<file path="config.mk">
export PLATFORM = sky130hd
export DESIGN_NAME = event_packet_parser
export DESIGN_NICKNAME = d
export VERILOG_FILES = /design/src/design/epp_pkg.sv /design/src/design/event_packet_parser.sv /design/src/design/epp_parser.sv /design/src/design/epp_rsp_fifo.sv
export SDC_FILE = /design/constraint.sdc
export NUM_CORES = 1
export LEC_CHECK = 0
export BUFFER_PORTS_ARGS = -buffer_cell sky130_fd_sc_hd__buf_2
export CORE_MARGIN = 3
export CORE_UTILIZATION = 38
export DETAILED_ROUTE_END_ITERATION = 16
export PLACE_DENSITY = 0.59
export SLEW_MARGIN = 20
export SYNTH_ARGS = -nofsm -noshare
export SYNTH_HDL_FRONTEND = slang
export SYNTH_SLANG_ARGS = --single-unit
</file>
<file path="constraint.sdc">
create_clock -name clock -period 6.9 [get_ports clock]
set_clock_uncertainty 0.1 [all_clocks]
set_input_delay 0.69 -clock clock [delete_from_list [all_inputs] [get_ports clock]]
set_output_delay 0.69 -clock clock [all_outputs]
set_load 0.02 [all_outputs]
</file>
<file path="src/design/epp_pkg.sv">
// Shared types and constants for the event packet parser.
// Used by epp_parser, epp_rsp_fifo and event_packet_parser; no dependencies.
package epp_pkg;

   // Header byte bit positions.
   localparam int HDR_P_BIT = 7;
   localparam int HDR_F_BIT = 6;
   localparam int HDR_D_BIT = 5;
   localparam int HDR_T_BIT = 4;

   // Packed response data width: 83 bits of fields rounded up to whole bytes.
   localparam int RSP_FIELD_BITS = 83;
   localparam int RSP_TDATA_W    = 88;

   // Default depth of the response queue.
   localparam int RSP_DEPTH_DEFAULT = 2;

   typedef struct packed {
      logic [31:0] element_key;
      logic [31:0] element_payload;
      logic        payload_present;
      logic [15:0] pkt_prefix;
      logic [1:0]  packet_tag;
      logic        last_element;
      logic        parse_error;
   } rsp_type;

endpackage

</file>
<file path="src/design/event_packet_parser.sv">
// Event packet parser: one packet byte per request in, one element per response out.
// An element's response is written into the queue as its last byte is accepted and offered from the queue head.
// Throughput: one request per cycle while the queue has room; the parser updates its state on the accepting edge.
// Response backpressure is absorbed by a queue of RSP_DEPTH entries before req_tready falls.
// Reset is synchronous and active high: the parser waits for a packet start, the queue empties.
// Depends on epp_pkg, epp_parser and epp_rsp_fifo.
module event_packet_parser #(
   parameter int RSP_DEPTH = epp_pkg::RSP_DEPTH_DEFAULT
) (
   input  logic                            clock,
   input  logic                            reset,
   // Request channel.
   input  logic                            req_tvalid,
   output logic                            req_tready,
   input  logic [7:0]                      req_tdata,  // [7:0] data_byte
   input  logic [0:0]                      req_tuser,  // [0] packet_start
   // Response channel.
   output logic                            rsp_tvalid,
   input  logic                            rsp_tready,
   // [31:0] element_key, [63:32] element_payload, [64] payload_present,
   // [80:65] pkt_prefix, [82:81] packet_tag, [87:83] zero
   output logic [epp_pkg::RSP_TDATA_W-1:0] rsp_tdata,
   output logic                            rsp_tlast,  // last_element
   output logic [0:0]                      rsp_tuser   // [0] parse_error
);

   logic             req_accept;
   logic             fifo_full;
   logic             parsed_valid;
   epp_pkg::rsp_type parsed_rsp;
   epp_pkg::rsp_type head_rsp;

   // A request is taken whenever the queue has room for the response it may cause.
   assign req_tready = !fifo_full;
   assign req_accept = req_tvalid && req_tready;

   // The parser holds the phase, counters and field accumulators and builds
   // a response on the byte that completes an element or on a header byte that signals a parse error.
   epp_parser u_parser (
      .clock     (clock),
      .reset     (reset),
      .in_accept (req_accept),
      .in_byte   (req_tdata),
      .in_start  (req_tuser[0]),
      .out_valid (parsed_valid),
      .out_rsp   (parsed_rsp)
   );

   // The queue registers each response and keeps the request side moving
   // while the consumer stalls, until the queue is full.
   epp_rsp_fifo #(
      .DEPTH (RSP_DEPTH)
   ) u_rsp_fifo (
      .clock     (clock),
      .reset     (reset),
      .push      (parsed_valid),
      .push_data (parsed_rsp),
      .full      (fifo_full),
      .out_valid (rsp_tvalid),
      .out_ready (rsp_tready),
      .out_data  (head_rsp)
   );

   // Pack the response fields, lowest field first, zero padded to whole bytes.
   assign rsp_tdata = {
      (epp_pkg::RSP_TDATA_W - epp_pkg::RSP_FIELD_BITS)'(0),
      head_rsp.packet_tag,
      head_rsp.pkt_prefix,
      head_rsp.payload_present,
      head_rsp.element_payload,
      head_rsp.element_key
   };
   assign rsp_tlast    = head_rsp.last_element;
   assign rsp_tuser[0] = head_rsp.parse_error;

endmodule

</file>
<file path="src/design/epp_parser.sv">
// Byte-wise packet parser: phase register, field accumulators and result build.
// Depends on epp_pkg for the header bit positions and the result struct.
module epp_parser (
   input  logic             clock,
   input  logic             reset,
   input  logic             in_accept,
   input  logic [7:0]       in_byte,
   input  logic             in_start,
   output logic             out_valid,
   output epp_pkg::rsp_type out_rsp
);

   localparam logic [2:0] PH_IDLE    = 3'd0;
   localparam logic [2:0] PH_HEADER  = 3'd1;
   localparam logic [2:0] PH_PREFIX  = 3'd2;
   localparam logic [2:0] PH_PPREFIX = 3'd3;
   localparam logic [2:0] PH_KEY     = 3'd4;
   localparam logic [2:0] PH_PAYLOAD = 3'd5;
   localparam logic [2:0] PH_DISCARD = 3'd6;

   logic [2:0]  phase_ff, phase_in;
   logic [7:0]  left_ff, left_in;
   logic [2:0]  idx_ff, idx_in;
   logic [1:0]  etype_ff, etype_in;
   logic [4:0]  flags_ff, flags_in;     // P, D, T, tag[1:0]
   logic [15:0] prefix_ff, prefix_in;
   logic [31:0] pprefix_ff, pprefix_in;
   logic [31:0] key_ff, key_in;
   logic [31:0] pay_ff, pay_in;

   logic [31:0] byte_shifted;
   logic [15:0] byte_shifted16;
   logic [2:0]  idx_inc;
   logic [2:0]  key_len;
   logic [2:0]  pp_len;
   logic [7:0]  left_dec;
   logic        emit;
   logic        err;
   logic        pay_on;
   logic        has_stamp;
   logic        hdr_p;
   logic        hdr_f;
   logic        hdr_d;

   assign byte_shifted   = {24'd0, in_byte} << {idx_ff[1:0], 3'b000};
   assign byte_shifted16 = {8'd0, in_byte} << {idx_ff[0], 3'b000};
   assign idx_inc        = idx_ff + 3'd1;
   assign key_len        = etype_ff[1] ? 3'd4 : 3'd2;
   assign pp_len         = (etype_ff == 2'd1) ? 3'd2 : 3'd4;
   assign left_dec       = left_ff - 8'd1;
   assign pay_on         = etype_ff[0];
   assign has_stamp      = !etype_ff[0] && flags_ff[2];
   assign hdr_p          = in_byte[epp_pkg::HDR_P_BIT];
   assign hdr_f          = in_byte[epp_pkg::HDR_F_BIT];
   assign hdr_d          = in_byte[epp_pkg::HDR_D_BIT];

   always_comb begin
      phase_in   = phase_ff;
      left_in    = left_ff;
      idx_in     = idx_ff;
      etype_in   = etype_ff;
      flags_in   = flags_ff;
      prefix_in  = prefix_ff;
      pprefix_in = pprefix_ff;
      key_in     = key_ff;
      pay_in     = pay_ff;
      emit       = 1'b0;
      err        = 1'b0;

      if (in_start) begin
         left_in    = in_byte;
         phase_in   = PH_HEADER;
         idx_in     = 3'd0;
         etype_in   = 2'd0;
         flags_in   = 5'd0;
         prefix_in  = 16'd0;
         pprefix_in = 32'd0;
         key_in     = 32'd0;
         pay_in     = 32'd0;
      end else begin
         case (phase_ff)
            PH_HEADER: begin
               etype_in = in_byte[3:2];
               flags_in = {hdr_p, hdr_d, in_byte[epp_pkg::HDR_T_BIT], in_byte[1:0]};
               idx_in   = 3'd0;
               if (!hdr_p && hdr_f) begin
                  phase_in = PH_DISCARD;
                  err      = 1'b1;
               end else if (hdr_p) begin
                  phase_in = PH_PREFIX;
               end else if (hdr_d) begin
                  phase_in = PH_PPREFIX;
               end else begin
                  phase_in = (left_ff == 8'd0) ? PH_IDLE : PH_KEY;
               end
            end
            PH_PREFIX: begin
               prefix_in = prefix_ff | byte_shifted16;
               idx_in    = idx_inc;
               if (idx_inc >= 3'd2) begin
                  idx_in = 3'd0;
                  if (flags_ff[3]) begin
                     phase_in = PH_PPREFIX;
                  end else begin
                     phase_in = (left_ff == 8'd0) ? PH_IDLE : PH_KEY;
                  end
               end
            end
            PH_PPREFIX: begin
               pprefix_in = pprefix_ff | byte_shifted;
               idx_in     = idx_inc;
               if (idx_inc >= pp_len) begin
                  idx_in   = 3'd0;
                  phase_in = (left_ff == 8'd0) ? PH_IDLE : PH_KEY;
               end
            end
            PH_KEY: begin
               key_in = key_ff | byte_shifted;
               idx_in = idx_inc;
               if (idx_inc >= key_len) begin
                  idx_in = 3'd0;
                  if (etype_ff[0]) begin
                     phase_in = PH_PAYLOAD;
                  end else begin
                     emit = 1'b1;
                  end
               end
            end
            PH_PAYLOAD: begin
               pay_in = pay_ff | byte_shifted;
               idx_in = idx_inc;
               if (idx_inc >= key_len) begin
                  emit = 1'b1;
               end
            end
            PH_IDLE, PH_DISCARD: begin
            end
            default: begin
               phase_in = PH_IDLE;
            end
         endcase

         if (emit) begin
            left_in  = left_dec;
            key_in   = 32'd0;
            pay_in   = 32'd0;
            idx_in   = 3'd0;
            phase_in = (left_dec == 8'd0) ? PH_IDLE : PH_KEY;
         end
      end
   end

   // Result built from the values the element completes with, or an error result with the header's tag.
   always_comb begin
      out_valid = in_accept && (emit || err);
      out_rsp   = '0;
      if (err) begin
         out_rsp.packet_tag  = in_byte[1:0];
         out_rsp.parse_error = 1'b1;
      end else begin
         out_rsp.element_key     = key_in | key_ff;
         out_rsp.element_payload = pay_on ? (pay_ff | byte_shifted) :
                                   (has_stamp ? pprefix_ff : 32'd0);
         out_rsp.payload_present = pay_on || has_stamp;
         out_rsp.pkt_prefix      = prefix_ff;
         out_rsp.packet_tag      = flags_ff[1:0];
         out_rsp.last_element    = (left_dec == 8'd0);
      end
      // The completed key is the accumulator with this byte added when the
      // key itself ends here; after a payload the key is already complete.
      if (!err) begin
         out_rsp.element_key = (phase_ff == PH_KEY) ? (key_ff | byte_shifted) : key_ff;
      end
   end

   always_ff @(posedge clock) begin
      if (reset) begin
         phase_ff   <= PH_IDLE;
         left_ff    <= 8'd0;
         idx_ff     <= 3'd0;
         etype_ff   <= 2'd0;
         flags_ff   <= 5'd0;
         prefix_ff  <= 16'd0;
         pprefix_ff <= 32'd0;
         key_ff     <= 32'd0;
         pay_ff     <= 32'd0;
      end else if (in_accept) begin
         phase_ff   <= phase_in;
         left_ff    <= left_in;
         idx_ff     <= idx_in;
         etype_ff   <= etype_in;
         flags_ff   <= flags_in;
         prefix_ff  <= prefix_in;
         pprefix_ff <= pprefix_in;
         key_ff     <= key_in;
         pay_ff     <= pay_in;
      end
   end

endmodule

</file>
<file path="src/design/epp_rsp_fifo.sv">
// Small response queue that decouples the parser from the result consumer.
// Depends on epp_pkg for the result struct.
module epp_rsp_fifo #(
   parameter int DEPTH = epp_pkg::RSP_DEPTH_DEFAULT
) (
   input  logic             clock,
   input  logic             reset,
   input  logic             push,
   input  epp_pkg::rsp_type push_data,
   output logic             full,
   output logic             out_valid,
   input  logic             out_ready,
   output epp_pkg::rsp_type out_data
);

   localparam int PTR_W = (DEPTH > 1) ? $clog2(DEPTH) : 1;
   localparam int CNT_W = $clog2(DEPTH + 1);
   localparam logic [PTR_W-1:0] LAST_PTR = PTR_W'(DEPTH - 1);
   localparam logic [CNT_W-1:0] FULL_CNT = CNT_W'(DEPTH);

   epp_pkg::rsp_type mem_ff [DEPTH];
   logic [PTR_W-1:0] wr_ptr_ff, wr_ptr_in;
   logic [PTR_W-1:0] rd_ptr_ff, rd_ptr_in;
   logic [CNT_W-1:0] count_ff, count_in;
   logic             pop;

   assign pop       = out_valid && out_ready;
   assign out_valid = (count_ff != '0);
   assign full      = (count_ff == FULL_CNT);
   assign out_data  = mem_ff[rd_ptr_ff];

   always_comb begin
      wr_ptr_in = wr_ptr_ff;
      rd_ptr_in = rd_ptr_ff;
      count_in  = count_ff;
      if (push) begin
         wr_ptr_in = (wr_ptr_ff == LAST_PTR) ? '0 : wr_ptr_ff + PTR_W'(1);
      end
      if (pop) begin
         rd_ptr_in = (rd_ptr_ff == LAST_PTR) ? '0 : rd_ptr_ff + PTR_W'(1);
      end
      if (push && !pop) begin
         count_in = count_ff + CNT_W'(1);
      end else if (pop && !push) begin
         count_in = count_ff - CNT_W'(1);
      end
   end

   always_ff @(posedge clock) begin
      if (reset) begin
         wr_ptr_ff <= '0;
         rd_ptr_ff <= '0;
         count_ff  <= '0;
      end else begin
         wr_ptr_ff <= wr_ptr_in;
         rd_ptr_ff <= rd_ptr_in;
         count_ff  <= count_in;
      end
   end

   always_ff @(posedge clock) begin
      if (push) begin
         mem_ff[wr_ptr_ff] <= push_data;
      end
   end

endmodule
</file>
==> flow_summary.json, run 1 <==
{
  "status": "complete, no violations",
  "fp.dieArea_um2": 35220,
  "drtAntennaViolNets": 0,
  "hold_depth": 2,
  "initial_core_util": 0.3914,
  "synth_edf_count": 170,
  "required_ps": 6980,
  "syn-cell-area_um2": 12540,
  "synth_area_leaders": "edfxtp_1 41%, dfxtp_1 22%, mux2_2 7.6%",
  "grt_max_degree": 69,
  "fp-row-count": 65,
  "cts_resized": 0,
  "fin_crit_ps": 3838,
  "drtIter0Drc": 628,
  "worstSetupEndpointType": "register",
  "drt-total-wl_um": 29670,
  "hold_start": "u_parser.prefix_ff[10]",
  "crit_type": "reg2reg",
  "final_nets": 1188,
  "switching_share": 0.2745,
  "dp_slack_ps": 3053,
  "n_fill_cell": 3043,
  "r2r_cells": 8,
  "cts-buffers-inserted": 31,
  "post_cts_buffers": 0,
  "viasPerCell": 5.242,
  "pwr-share-clk": 0.375,
  "max_cap_violations": 0,
  "ys_async_sr_fraction": 0,
  "die_x_um": 187.7,
  "yosys.cell_types.count": 56,
  "vias": 8524,
  "syn_to_final_growth_pct": 14.37,
  "synth_top_cell_area_share": 0.4070,
  "crit_fanout": 43,
  "peakVddDrop_mv": 0.1961,
  "grt_pass1_wl_um": 47050,
  "use_met1": 0.2329,
  "whs_ps": 358.4,
  "layout.cells.non_filler": 1626,
  "post_drt_wl_per_cell_um": 18.24,
  "synth_seq_cells": 307,
  "htree_levels": 1,
  "p_per_area_nw_per_um2": 307.2,
  "tritoncts": "built",
  "setup_slack_ps": 3062,
  "fmax_mhz": 260.6,
  "holdPathEnd": "u_parser.prefix_ff[10]",
  "clockBufferDepth": 3,
  "antenna_found_initial": 0,
  "track_usage": 0.1640,
  "syn_avg_cell_area_um2": 11.41,
  "gp_congestion": 0.7891,
  "grt_util_met2": 0.2669,
  "grt_busiest_layer": "met2",
  "setup_viol_count_final": 0,
  "relSlewSlack": 0.2939,
  "first_global_vias": 8192,
  "cts_hold_buf": 0,
  "yosys_warnings": 0,
  "io_buffers": 99,
  "ys.flop_type": "edfxtp_1",
  "drive_above_1_share": 0.2259,
  "synthCells": 1099,
  "cts.reportedPaths.clkPinSlew_ps": 60,
  "clk_latency_ps": 550,
  "switching_power_w": 0.001210,
  "tightestPinTransition_ps": 1053,
  "dp_hpwl_um": 17480,
  "grt_overflow": 0,
  "finalHoldViolCount": 0,
  "ys_seq_area_frac": 0.6257,
  "cp-startpoint": "u_parser.idx_ff[0]",
  "synth_top_area_cell": "edfxtp_1",
  "fin_setup_tns_ps": 0,
  "power_frac_seq": 0.457,
  "r2r_slack_ps": 3060,
  "firstDrtPassIters": 5,
  "fin_util": 0.4476,
  "p_leak_nw": 5.069,
  "drv_slew": 0,
  "dp.cells": 1569,
  "yosysMostFrequentCell": "nor2_1",
  "worst_ep_arrival_time_ps": 3920,
  "met3_usage": 0.02823,
  "fp.dieH_um": 187.7,
  "critPathLaunchType": "register",
  "clock-root-buffer": "clkbuf_16",
  "synth_common_cells": "212 x nor2_1, 170 x edfxtp_1, 163 x a21oi_1, 137 x dfxtp_1, 85 x mux2_2",
  "drc": 0,
  "power_frac_comb": 0.167,
  "hold_path.class": "reg2reg",
  "p_int_w": 0.003196,
  "clock-sinks": 307,
  "r2r_end": "u_rsp_fifo.mem_ff[1][56]",
  "min_period_over_period": 0.5562,
  "r2r-start": "u_parser.idx_ff[0]",
  "rsz0062_at_grt": "no",
  "core_um2": 32040,
  "top_level_ports": 105,
  "diodes": 0
}
[per-stage QoR]
step,instance area (µm²),total power (W)
after floorplan,12560,0.002570
after global placement,13330,0.002801
after detailed placement,13330,0.002804
after CTS,14340,0.004458
after global routing,14340,0.004591
final,14340,0.004406
[sequential cells by signal, summed over array words and instances, names as in the netlist, 2 cells and up, named ones only]
signal               cells
u_parser.prefix_ff      16
u_parser.flags_ff        4
u_rsp_fifo.mem_ff      170
u_parser.key_ff         32
u_parser.pay_ff         32
u_parser.left_ff         8
u_parser.pprefix_ff     32
u_rsp_fifo.count_ff      2
u_parser.idx_ff          3
u_parser.phase_ff        3
u_parser.etype_ff        2
[cells by family (layout without fill, tap and decap cells)]
logic type / after synthesis / in the layout / share of synthesized area
AND/OR/NAND/NOR: 329 / 329 / 0.1188
multiplexers: 87 / 87 / 0.07811
other: 1 / 5 / 0.0002990
AO/OA/AOI/OAI: 274 / 274 / 0.1304
XOR/XNOR: 7 / 7 / 0.004888
buffers and inverters: 86 / 174 / 0.03382
flip-flops: 307 / 307 / 0.6257
adder cells (fa/ha/maj): 8 / 8 / 0.007981
[worst max path at each step]
stage / slack [ps] / end / cells after the start
3_3_place_gp: 3170 / u_rsp_fifo.mem_ff[1][57] / 8
6_report: 3060 / u_rsp_fifo.mem_ff[1][56] / 8
3_5_place_dp: 3050 / u_rsp_fifo.mem_ff[1][32] / 8
5_1_grt: 2780 / u_rsp_fifo.mem_ff[1][56] / 8
4_1_cts: 3070 / u_rsp_fifo.mem_ff[1][57] / 8
2_1_floorplan: 870 / u_rsp_fifo.mem_ff[0][0] / 7
[layout make-up]
cell class / count / area, µm² / area share
sequential: 307 / 7853 / 0.5475
multi-input combinational: 710 / 4325 / 0.3016
clock buffer: 38 / 823.3 / 0.05740
timing repair buffer: 111 / 585.6 / 0.04082
tap: 435 / 544.3 / 0.03794
clock inverter: 19 / 187.7 / 0.01308
inverter: 6 / 25.02 / 0.001745
[critical path, stage by stage (launching register included)]
cell,delay (ps)
dfxtp_1,610
ha_1,280
xor2_1,280
ha_1,220
a21oi_2,60
nor2_1,430
o21a_1,260
and2_4,560
buf_4,620
[per-layer routing]
layer / part of all wire / routed length, µm
met5: 0 / 0
met4: 0.016 / 474
met3: 0.056 / 1653
met2: 0.47 / 13880
met1: 0.46 / 13660
[power groups by stage]
stage	Clock, W	Sequential, W	Combinational (W)
CTS	0.00169	0.00202	0.000753
global placement	0	0.00205	0.000748
floorplan	0	0.00201	0.000561
detailed placement	0	0.00206	0.000749
finish	0.00165	0.00201	0.000738
global route	0.00177	0.00202	0.000804
[layout by cell type, fill, tap and decap left out, types with 12 or more instances in the layout]
master,instances
buf_2,99
mux2_2,85
dfxtp_1,135
nand2_1,21
nor2_1,210
nor2b_1,22
buf_4,12
a22oi_1,38
and2_1,25
a21oi_1,163
edfxtp_1,170
clkbuf_16,31
a211oi_1,36
(Power assumes the default switching activity.)
==> run 2: changes to the inputs <==
Settings changed: PLACE_DENSITY 0.59 to 0.61.
Clock period 6.9 ns to 3.1 ns, I/O delays scaled along.
==> flow_summary.json, run 2 (synthesis results as in run 1) <==
{
  "hold_path.class": "in2reg",
  "grt_max_degree": 55,
  "viasPerCell": 5.230,
  "htree_levels": 1,
  "cts_hold_buf": 0,
  "clk_latency_ps": 560,
  "fp.dieArea_um2": 35220,
  "track_usage": 0.1661,
  "clock-sinks": 307,
  "drive_above_1_share": 0.2351,
  "tightestPinTransition_ps": 684.9,
  "worst_ep_arrival_time_ps": 3230,
  "cts-buffers-inserted": 31,
  "fin_crit_ps": 2842,
  "fin_util": 0.4558,
  "drc": 0,
  "initial_core_util": 0.3914,
  "syn_to_final_growth_pct": 16.46,
  "drtAntennaViolNets": 0,
  "grt_overflow": 0,
  "setup_viol_count_final": 0,
  "crit_fanout": 13,
  "firstDrtPassIters": 5,
  "io_buffers": 99,
  "cts_resized": 0,
  "peakVddDrop_mv": 0.4483,
  "core_um2": 32040,
  "status": "complete, no violations",
  "required_ps": 3490,
  "final_nets": 1204,
  "layout_commonest_cell": "nor2_1",
  "r2r-start": "u_parser.idx_ff[1]",
  "fp-row-count": 65,
  "vias": 8593,
  "post_cts_buffers": 0,
  "hold_start": "rsp_tready",
  "p_per_area_nw_per_um2": 680.9,
  "grt_pass1_wl_um": 47420,
  "drtIter0Drc": 604,
  "diodes": 0,
  "p_leak_nw": 5.190,
  "hold_depth": 4,
  "n_fill_cell": 3016,
  "min_period_over_period": 0.9166,
  "r2r_cells": 9,
  "clock-root-buffer": "clkbuf_16",
  "worstSetupEndpointType": "register",
  "post_drt_wl_per_cell_um": 18.25,
  "cp-startpoint": "u_parser.idx_ff[1]",
  "r2r_slack_ps": 260,
  "dp_hpwl_um": 18370,
  "largest_register_ffs": 170,
  "fp.dieH_um": 187.7,
  "cts.reportedPaths.clkPinSlew_ps": 60,
  "first_global_vias": 8431,
  "drt-total-wl_um": 29980,
  "die_x_um": 187.7,
  "final_cell_mix": "209 x nor2_1, 170 x edfxtp_1, 163 x a21oi_1, 134 x dfxtp_1, 99 x buf_2",
  "whs_ps": 62.47,
  "tritoncts": "built",
  "gp_congestion": 0.8733,
  "antenna_found_initial": 2,
  "critPathLaunchType": "register",
  "relSlewSlack": 0.5399,
  "r2r_end": "u_rsp_fifo.count_ff[1]",
  "fmax_mhz": 351.9,
  "finalHoldViolCount": 0,
  "largest_register": "u_rsp_fifo.mem_ff",
  "crit_type": "reg2reg",
  "max_cap_violations": 0,
  "rsz0062_at_grt": "no",
  "drv_slew": 0,
  "clockBufferDepth": 3,
  "top_level_ports": 105
}
[run 2: cell types whose count changed in the layout (fill, tap and decap cells not counted), sizes merged]
cell	change
buf	+16
clkinv	+1
clkbuf	+3
clkinvlp	-3
[run 2: layout make-up]
class | count | area, µm² | share of cell area
clock buffer | 41 | 873.3 | 0.05979
inverter | 6 | 25.02 | 0.001713
sequential | 307 | 7856 | 0.5379
clock inverter | 17 | 166.4 | 0.01139
tap | 435 | 544.3 | 0.03726
timing repair buffer | 127 | 793.3 | 0.05431
multi-input combinational | 710 | 4348 | 0.2977
[run 2: worst max-delay path by stage]
stage                                    endpoint  slack, ps
after floorplan           u_rsp_fifo.mem_ff[0][0]       -160
after global placement     u_rsp_fifo.count_ff[1]        320
after detailed placement   u_rsp_fifo.count_ff[1]        290
after CTS                  u_rsp_fifo.count_ff[1]        260
after global routing       u_rsp_fifo.count_ff[1]        110
final                      u_rsp_fifo.count_ff[1]        260
[run 2: report_power, final]
part,internal (W),switching (W)
sequential,0.00435,0.000115
combinational,0.000660,0.00105
clock,0.00222,0.00155
total,0.00724,0.00271
[run 2: layer usage]
metal	share of wire	GRT usage	wire, µm	vias up
met4	0.024	0.04646	712	0
met5	0	0	0	-
li1	-	-	-	4122
met1	0.44	0.2198	13300	4181
met2	0.47	0.2770	14060	236
met3	0.064	0.03515	1911	54
[run 2: through the flow]
stage	cells	setup slack, ps	setup TNS, ps	instance area, µm²	power, W
global route	1643	105.5	0	14610	0.01036
global placement	1585	323.6	0	13570	0.006284
detailed placement	1585	286.2	0	13570	0.006283
CTS	1643	263.8	0	14610	0.01005
floorplan	1103	-161.1	-13690	12600	0.005723
finish	1643	258.4	0	14610	0.009945
[run 2: worst max-delay path: stages (launching register included)]
cell and delay, ps:
dfxtp_1 550, ha_4 210, xor2_2 190, ha_1 290, a21oi_4 210, nor2_4 80, o21a_1 270, ha_1 350
or3_1 370, a21oi_1 130
